`src/sv/lkv_pkg.sv`:
```
// Package with field widths, codes and constants of the LRU key/value cache.
`timescale 1ns / 1ps

package lkv_pkg;

	localparam int KEY_W = 32;
	localparam int VAL_W = 32;
	localparam int CAP_W = 5;

	// Capacity after reset.
	localparam logic [CAP_W-1:0] CAP_RESET = 5'd16;

	// Request kinds carried in tuser.
	localparam logic ACT_GET = 1'b0;
	localparam logic ACT_SET = 1'b1;

	// Value returned on a get miss and for every set.
	localparam logic [VAL_W-1:0] MISS_VALUE = '1;

	// What the update pass does to the memory.
	typedef logic [1:0] mode_t;
	localparam mode_t MODE_NONE    = 2'd0;
	localparam mode_t MODE_PROMOTE = 2'd1;
	localparam mode_t MODE_INSERT  = 2'd2;

endpackage

```
`src/sv/lru_key_value_cache.sv`:
```
// Top level of the LRU key/value cache: entry memory, scan, decision and update sequencer.
`timescale 1ns / 1ps

// Fully associative key/value store of MAX_ENTRIES pairs with least-recently-used
// replacement. All entries (valid bit, recency rank, key, value) live in one
// synchronous memory with a registered read. A request is taken in the idle state
// and handled one at a time: a scan pass reads every entry to find the key, the
// first free slot and the least recent entry, a decision state follows, then an
// update pass reads and writes back every entry to move the ranks, and a finish
// state loads the result. A get miss, or a set dropped at capacity zero, skips
// the update pass. After reset a clearing pass clears the valid bits, and no
// request is accepted during it; capacity writes are taken at any time. A new
// request may be accepted while the previous result still waits in the output
// register.
module lru_key_value_cache
	import lkv_pkg::*;
#(
	parameter int MAX_ENTRIES = 16
) (
	input  logic             clk,
	input  logic             arst_n,
	// Capacity register write channel.
	input  logic             cfg_valid,
	output logic             cfg_ready,
	input  logic [CAP_W-1:0] cfg_data,
	// Requests. tdata: key [31:0], value [63:32]. tuser: action [0].
	input  logic             s_axis_tvalid,
	output logic             s_axis_tready,
	input  logic [63:0]      s_axis_tdata,
	input  logic             s_axis_tuser,
	// Results. tdata: read_value [31:0], evicted [32], zero [39:33]. tuser: hit [0].
	output logic             m_axis_tvalid,
	input  logic             m_axis_tready,
	output logic [39:0]      m_axis_tdata,
	output logic             m_axis_tuser
);

	localparam int IW   = (MAX_ENTRIES > 1) ? $clog2(MAX_ENTRIES) : 1;
	localparam int CW   = $clog2(MAX_ENTRIES + 1);
	localparam int CMPW = ((CW > CAP_W) ? CW : CAP_W) + 1;
	localparam logic [IW-1:0] LAST_IDX = IW'(MAX_ENTRIES - 1);
	localparam logic [CW-1:0] END_CNT  = CW'(MAX_ENTRIES);

	// Sequencer states.
	localparam logic [2:0] ST_CLEAR  = 3'd0;
	localparam logic [2:0] ST_IDLE   = 3'd1;
	localparam logic [2:0] ST_SCAN   = 3'd2;
	localparam logic [2:0] ST_DECIDE = 3'd3;
	localparam logic [2:0] ST_UPDATE = 3'd4;
	localparam logic [2:0] ST_FINISH = 3'd5;

	typedef struct packed {
		logic             valid;
		logic [IW-1:0]    rank;
		logic [KEY_W-1:0] key;
		logic [VAL_W-1:0] value;
	} entry_t;

	logic [2:0]        state_q;
	logic [CW-1:0]     cnt_q;
	logic [CAP_W-1:0]  capacity_q;
	logic [CW-1:0]     count_q;

	// Request registers.
	logic              act_q;
	logic [KEY_W-1:0]  key_q;
	logic [VAL_W-1:0]  val_q;

	// Entry memory and its read pipeline.
	entry_t            entry_mem_q [MAX_ENTRIES];
	entry_t            mem_rd_q;
	logic              vld_s1;
	logic [IW-1:0]     idx_s1;
	logic              rd_issue;
	logic [IW-1:0]     mem_ra;
	logic              mem_we;
	logic [IW-1:0]     mem_wa;
	entry_t            mem_wd;
	entry_t            upd_word;

	// Scan results.
	logic              match_q;
	logic [IW-1:0]     match_idx_q;
	logic [IW-1:0]     match_rank_q;
	logic [VAL_W-1:0]  match_val_q;
	logic              free_q;
	logic [IW-1:0]     free_idx_q;
	logic              vic_q;
	logic [IW-1:0]     vic_idx_q;
	logic [IW-1:0]     vic_rank_q;

	// Decision registers.
	mode_t             mode_q;
	logic [IW-1:0]     ins_idx_q;
	logic              vic_en_q;
	logic              res_hit_q;
	logic [VAL_W-1:0]  res_rd_q;
	logic              res_ev_q;

	// Output register.
	logic              out_valid_q;
	logic              out_hit_q;
	logic [VAL_W-1:0]  out_rd_q;
	logic              out_ev_q;

	// Decision logic.
	logic [CMPW-1:0]   cap_eff;
	logic              over_cap;
	mode_t             mode_d;
	logic              vic_en_d;
	logic [IW-1:0]     ins_idx_d;
	logic [CW-1:0]     count_d;

	assign cfg_ready     = 1'b1;
	assign s_axis_tready = (state_q == ST_IDLE);
	assign m_axis_tvalid = out_valid_q;
	assign m_axis_tuser  = out_hit_q;
	assign m_axis_tdata  = {7'd0, out_ev_q, out_rd_q};

	// Capacity register.
	always_ff @(posedge clk or negedge arst_n) begin
		if (!arst_n) begin
			capacity_q <= CAP_RESET;
		end else if (cfg_valid && cfg_ready) begin
			capacity_q <= cfg_data;
		end
	end

	// Memory port control: the clearing pass and the update pass write, the scan and update passes read.
	assign rd_issue = ((state_q == ST_SCAN) || (state_q == ST_UPDATE)) && (cnt_q != END_CNT);
	assign mem_ra   = rd_issue ? cnt_q[IW-1:0] : '0;

	always_comb begin
		mem_we = 1'b0;
		mem_wa = idx_s1;
		mem_wd = upd_word;
		if (state_q == ST_CLEAR) begin
			mem_we = 1'b1;
			mem_wa = cnt_q[IW-1:0];
			mem_wd = '0;
		end else if (state_q == ST_UPDATE) begin
			mem_we = vld_s1;
		end
	end

	// Entry memory with registered read data.
	always_ff @(posedge clk) begin
		if (mem_we) begin
			entry_mem_q[mem_wa] <= mem_wd;
		end
		mem_rd_q <= entry_mem_q[mem_ra];
	end

	// Read pipeline tag.
	always_ff @(posedge clk or negedge arst_n) begin
		if (!arst_n) begin
			vld_s1 <= 1'b0;
			idx_s1 <= '0;
		end else begin
			vld_s1 <= rd_issue;
			idx_s1 <= cnt_q[IW-1:0];
		end
	end

	// New contents of the entry that the update pass has just read.
	always_comb begin
		upd_word = mem_rd_q;
		if (mode_q == MODE_PROMOTE) begin
			if (idx_s1 == match_idx_q) begin
				upd_word.rank = '0;
				if (act_q == ACT_SET) begin
					upd_word.value = val_q;
				end
			end else if (mem_rd_q.valid && (mem_rd_q.rank < match_rank_q)) begin
				upd_word.rank = mem_rd_q.rank + 1'b1;
			end
		end else begin
			if (idx_s1 == ins_idx_q) begin
				upd_word.valid = 1'b1;
				upd_word.rank  = '0;
				upd_word.key   = key_q;
				upd_word.value = val_q;
			end else if (vic_en_q && (idx_s1 == vic_idx_q)) begin
				upd_word.valid = 1'b0;
			end else if (mem_rd_q.valid) begin
				upd_word.rank = mem_rd_q.rank + 1'b1;
			end
		end
	end

	// Decide what the request does once the scan has seen every entry.
	always_comb begin
		cap_eff   = (CMPW'(capacity_q) > CMPW'(MAX_ENTRIES)) ? CMPW'(MAX_ENTRIES)
		                                                     : CMPW'(capacity_q);
		over_cap  = (CMPW'(count_q) + CMPW'(1)) > cap_eff;
		mode_d    = MODE_NONE;
		vic_en_d  = 1'b0;
		count_d   = count_q;
		if (match_q) begin
			mode_d = MODE_PROMOTE;
		end else if (act_q == ACT_SET) begin
			if (over_cap) begin
				if (count_q != '0) begin
					mode_d   = MODE_INSERT;
					vic_en_d = 1'b1;
				end
			end else if (free_q) begin
				mode_d  = MODE_INSERT;
				count_d = count_q + 1'b1;
			end
		end
		// The insert goes to the first slot that is free once the victim is gone.
		ins_idx_d = (vic_en_d && (!free_q || (vic_idx_q < free_idx_q))) ? vic_idx_q
		                                                                 : free_idx_q;
	end

	// Sequencer, scan accumulators and result registers.
	always_ff @(posedge clk or negedge arst_n) begin
		if (!arst_n) begin
			state_q     <= ST_CLEAR;
			cnt_q       <= '0;
			count_q     <= '0;
			out_valid_q <= 1'b0;
			match_q     <= 1'b0;
			free_q      <= 1'b0;
			vic_q       <= 1'b0;
			mode_q      <= MODE_NONE;
			vic_en_q    <= 1'b0;
		end else begin
			// The output register empties when its transaction is taken; the finish state refills it.
			if (out_valid_q && m_axis_tready && (state_q != ST_FINISH)) begin
				out_valid_q <= 1'b0;
			end
			case (state_q)
				ST_CLEAR: begin
					if (cnt_q[IW-1:0] == LAST_IDX) begin
						cnt_q   <= '0;
						state_q <= ST_IDLE;
					end else begin
						cnt_q <= cnt_q + 1'b1;
					end
				end
				ST_IDLE: begin
					if (s_axis_tvalid) begin
						act_q   <= s_axis_tuser;
						key_q   <= s_axis_tdata[KEY_W-1:0];
						val_q   <= s_axis_tdata[KEY_W+VAL_W-1:KEY_W];
						match_q <= 1'b0;
						free_q  <= 1'b0;
						vic_q   <= 1'b0;
						cnt_q   <= '0;
						state_q <= ST_SCAN;
					end
				end
				ST_SCAN: begin
					if (rd_issue) begin
						cnt_q <= cnt_q + 1'b1;
					end
					if (vld_s1) begin
						if (mem_rd_q.valid && (mem_rd_q.key == key_q) && !match_q) begin
							match_q      <= 1'b1;
							match_idx_q  <= idx_s1;
							match_rank_q <= mem_rd_q.rank;
							match_val_q  <= mem_rd_q.value;
						end
						if (!mem_rd_q.valid && !free_q) begin
							free_q     <= 1'b1;
							free_idx_q <= idx_s1;
						end
						if (mem_rd_q.valid && (!vic_q || (mem_rd_q.rank > vic_rank_q))) begin
							vic_q      <= 1'b1;
							vic_idx_q  <= idx_s1;
							vic_rank_q <= mem_rd_q.rank;
						end
						if (idx_s1 == LAST_IDX) begin
							state_q <= ST_DECIDE;
						end
					end
				end
				ST_DECIDE: begin
					mode_q    <= mode_d;
					vic_en_q  <= vic_en_d;
					ins_idx_q <= ins_idx_d;
					count_q   <= count_d;
					res_hit_q <= match_q;
					res_rd_q  <= ((act_q == ACT_GET) && match_q) ? match_val_q : MISS_VALUE;
					res_ev_q  <= (act_q == ACT_SET) && !match_q && over_cap;
					cnt_q     <= '0;
					state_q   <= (mode_d == MODE_NONE) ? ST_FINISH : ST_UPDATE;
				end
				ST_UPDATE: begin
					if (rd_issue) begin
						cnt_q <= cnt_q + 1'b1;
					end
					if (vld_s1 && (idx_s1 == LAST_IDX)) begin
						state_q <= ST_FINISH;
					end
				end
				ST_FINISH: begin
					// Load the result once the output register is free or being emptied.
					if (!out_valid_q || m_axis_tready) begin
						out_valid_q <= 1'b1;
						out_hit_q   <= res_hit_q;
						out_rd_q    <= res_rd_q;
						out_ev_q    <= res_ev_q;
						state_q     <= ST_IDLE;
					end
				end
				default: begin
					state_q <= ST_IDLE;
				end
			endcase
		end
	end

	// A hit never evicts.
	assert property (@(posedge clk) disable iff (!arst_n)
		m_axis_tvalid |-> !(m_axis_tuser && m_axis_tdata[VAL_W]))
		else $error("result reports both a hit and an eviction");

	// The entry count stays within the store.
	assert property (@(posedge clk) disable iff (!arst_n)
		CMPW'(count_q) <= CMPW'(MAX_ENTRIES))
		else $error("entry count exceeds the store size");

	// The entry count changes only when a request is decided.
	assert property (@(posedge clk) disable iff (!arst_n)
		(state_q != ST_DECIDE) |=> $stable(count_q))
		else $error("entry count changed outside the decision cycle");

	// A new key that fits under the capacity always finds a free slot.
	assert property (@(posedge clk) disable iff (!arst_n)
		((state_q == ST_DECIDE) && (act_q == ACT_SET) && !match_q && !over_cap) |-> free_q)
		else $error("no free slot for an insert under the capacity");

	// An accepted request always starts a scan pass.
	assert property (@(posedge clk) disable iff (!arst_n)
		(s_axis_tvalid && s_axis_tready) |=> (state_q == ST_SCAN))
		else $error("accepted request did not start a scan");

endmodule
```
`config.mk`:
```
export PLATFORM = sky130hd
export DESIGN_NAME = lru_key_value_cache
export DESIGN_NICKNAME = d
export VERILOG_FILES = /design/src/sv/lkv_pkg.sv /design/src/sv/lru_key_value_cache.sv
export SDC_FILE = /design/constraint.sdc
export NUM_CORES = 2
export LEC_CHECK = 0
export BUFFER_PORTS_ARGS = -buffer_cell sky130_fd_sc_hd__buf_4
export CAP_MARGIN = 20
export CORE_ASPECT_RATIO = 1.75
export CORE_UTILIZATION = 56
export DETAILED_ROUTE_END_ITERATION = 10
export PLACE_DENSITY = 0.75
export SLEW_MARGIN = 20
export SYNTH_ARGS = -nofsm -noshare
export SYNTH_HDL_FRONTEND = slang
export SYNTH_SLANG_ARGS = --single-unit
```
`constraint.sdc`:
```
create_clock -name clk -period 4.8 [get_ports clk]
set_input_delay 0.96 -clock clk [delete_from_list [all_inputs] [get_ports clk]]
set_output_delay 0.96 -clock clk [all_outputs]
set_load 0.05 [all_outputs]
```
==> results.toml <==
[power_and_ir_drop]
power_frac_comb = 0.239
pwr-share-clk = 0.269
p_int_mw = 23.83
p_sw_mw = 10.96
power_mw = 34.79
power.leakage_nw = 19.31
seq_power_share = 0.492
p_per_area_nw_per_um2 = 583.7
vdd_drop_max_v = 0.0004444
swShare = 0.3149

[timing]
skew_ns = 0.02933
max_slew_margin = 0.2283
layout_min_cycle_time_ns = 3.689
final_max_slew_viol_count = 0
max_freq_mhz = 271.1
setup_violations = 0
rsz0062_at_grt = "false"
fin_ws_ns = 1.111
tightest_slew_ns = 1.155
tns_ns = 0
finalCritPeriodShare = 0.7685
hold_violations = 0

[placement]
numPortBuffers = 110
place_area_um2 = 55710
place_hpwl_um = 67620
gp_congestion = 0.8635
pre_cts_slack_ns = 1.099

[synth]
synthCells = 3313
synth_area_um2 = 53210
syn_avg_cell_area_um2 = 16.06
synth_edf_count = 1293
synth_seq_cells = 1392
synth-warning-count = 0
async_flop_share = 0.02155
synthFlopType = "edfxtp_1"
ys_top_cells_by_area = "edfxtp_1 (73%), mux2i_1 (5.8%), a21oi_1 (3.0%), a221o_1 (2.6%), dfxtp_1 (2.6%)"
yosys.area.top_type = "edfxtp_1"
synthDistinctLibCells = 57
yosysSeqAreaShare = 0.7697
synth_top_area_frac = 0.7296

[floorplanning]
core_um2 = 94150
fp.dieW_um = 235.0
start_util = 0.5652
rows = 149
io_pins = 119
die_y_um = 409.8
die_area_um2 = 96310

[setup_path]
critical-path-slowest-cell = "nor2_4"
cp_max_fo = 33
crit_path_frequent_cell = "buf_12"
end_kind = "flop"
crit_arrival_ns = 4.11
start_kind = "flop"
path_cells = "nor3_2, buf_4, nor3b_1, a31oi_1, nor2_4, buf_12, buf_12"
cp.required_ns = 5.22
max_stage_delay_ns = 0.83
crit_type = "flop to flop"

[layout]
post-route-cell-area_um2 = 59590
diodes = 0
layout-drive-gt1-share = 0.1235
final_nets = 3510
areaGrowthSynthToFinish_pct = 11.99

[cts]
cts_setup_buffers = 0
ctsResizeCount = 0
cts_tree = "done"
cts.path.max_buffers = 3
cts.sinks = 1392
clkTransAtPathRegs_ns = 0.07
root_buffer = "clkbuf_16"
clock_latency_ns = 0.75
htreeDepth = 3
holdBufCountCts = 0
cts_buffers = 113

[job]
drv_cap = 0

[status]
outcome = "finished clean"

[hold_path]
hold_path_class = "input port to asynchronous set/reset pin"

[route]
viasPerCell = 6.444
wire_per_inst_um = 27.37
drc = 0
first_iter_violations = 3017
antenna_left = 0
wl_um = 129300
dr.pass1.iters = 6
num_vias = 30430

[grt]
grt_pass1_wl_um = 191200
antenna_found_initial = 0
grt_pass1_vias = 30650
grt_max_degree = 139
overflow = 0
grt_util_all_layers = 0.2676
==> critical path: cells and delay by family (launching register included) <==
kind | cells | cell delay, ns
flip-flops | 1 | 0.69
AND/OR/NAND/NOR | 3 | 1.42
AO/OA/AOI/OAI | 1 | 0.31
buffers and inverters | 3 | 0.92
==> flip-flops by register name, summed over array words and instances, names as in the netlist, 2 cells and up <==
name,cells
capacity_q,5
res_rd_q,32
mode_q,2
match_val_q,32
ins_idx_q,4
cnt_q,5
match_idx_q,4
free_idx_q,4
out_rd_q,32
vic_idx_q,4
entry_mem_q,1104
state_q,3
key_q,32
mem_rd_q,69
count_q,5
vic_rank_q,4
val_q,32
idx_s1,4
match_rank_q,4
==> through the flow <==
stage,instances,utilization,hold slack [ns]
6_report,4722,0.6330,0.1640
5_1_grt,4722,0.6330,0.1853
4_1_cts,4715,0.6316,0.1424
3_5_place_dp,4500,0.5918,0.4045
3_3_place_gp,4498,0.5916,0.4023
2_1_floorplan,3319,-,0.3745
==> synth_stat cells, types with 4 or more instances <==
master	count
a21oi_1	316
nor4_1	6
o21ai_0	72
o21ai_1	87
nand2b_1	39
dfrtp_1	29
ha_1	21
nand3_1	10
nand4_1	10
and2_1	5
nor2b_1	7
nor3_1	10
buf_6	9
nor2_1	213
mux2i_1	310
buf_1	10
a31oi_1	8
xor2_1	25
and3_1	8
mux2_4	4
inv_1	26
nand2_1	97
dfxtp_1	69
buf_2	32
xnor2_1	29
edfxtp_1	1293
o22ai_1	205
mux2_2	8
clkbuf_1	162
buf_4	12
a221o_1	139
==> cell usage in the layout, fill, tap and decap left out, types with 25 or more instances in the layout <==
cell	synthesis	routed
a21oi_1	316	310
a221o_1	139	139
buf_4	12	178
clkbuf_16	0	116
dfrtp_1	29	27
dfxtp_1	69	69
edfxtp_1	1293	1293
inv_1	26	26
mux2i_1	310	310
nand2_1	97	93
nand2b_1	39	39
nor2_1	213	194
o21ai_0	72	72
o21ai_1	87	87
o22ai_1	205	205
xnor2_1	29	29
xor2_1	25	25
==> final cells by class <==
class                      instances  area, µm²
clock buffer                     144       3048
clock inverter                    71      700.7
fill                            6383      34550
inverter                          26      97.59
multi-input combinational       1676      11410
sequential                      1392      40970
tap                             1208       1511
timing repair buffer             205       1859
==> path summary, 6_finish.rpt <==
check	from	endpoint	slack, ns	depth (start not counted)
setup / recovery	state_q[0]	entry_mem_q[7][31]	1.11	7
min in group clk	s_axis_tdata[46]	val_q[14]	0.39	1
setup reg to reg	state_q[0]	entry_mem_q[7][31]	1.11	7
hold reg to reg	res_rd_q[20]	out_rd_q[20]	0.42	0
max in group asynchronous	arst_n	cnt_q[0]	4.24	1
hold / removal	arst_n	capacity_q[3]	0.16	1
==> kinds of logic (layout without fill, tap and decap cells) <==
family          after synthesis  in the layout  synth area share
xor+xnor                     54             54          0.008888
buf+inv                     251            446           0.02057
flops                      1392           1392            0.7697
mux                         322            322           0.06113
other cells                   2              8         0.0001411
simple gates                417            417           0.03428
fa+ha+maj                    21             21          0.004938
compound gates              854            854            0.1003
==> routing by layer <==
layer	global-route usage	vias up	wire, µm
li1	-	13170	-
met1	0.3274	15400	47110
met2	0.4673	1537	66530
met3	0.03935	321	10020
met4	0.1266	0	5597
met5	0	-	0
==> power groups by stage <==
| stage | logic [mW] | registers, mW | clock network (mW) |
|---|---|---|---|
| detailed placement | 8.12 | 17.4 | 0 |
| floorplan | 5.58 | 16.9 | 0 |
| global placement | 7.88 | 17.3 | 0 |
| CTS | 8.15 | 17.1 | 9.45 |
| global route | 8.89 | 17.2 | 9.90 |
| finish | 8.30 | 17.1 | 9.37 |
Note: power is estimated with default switching activity, not from simulation.
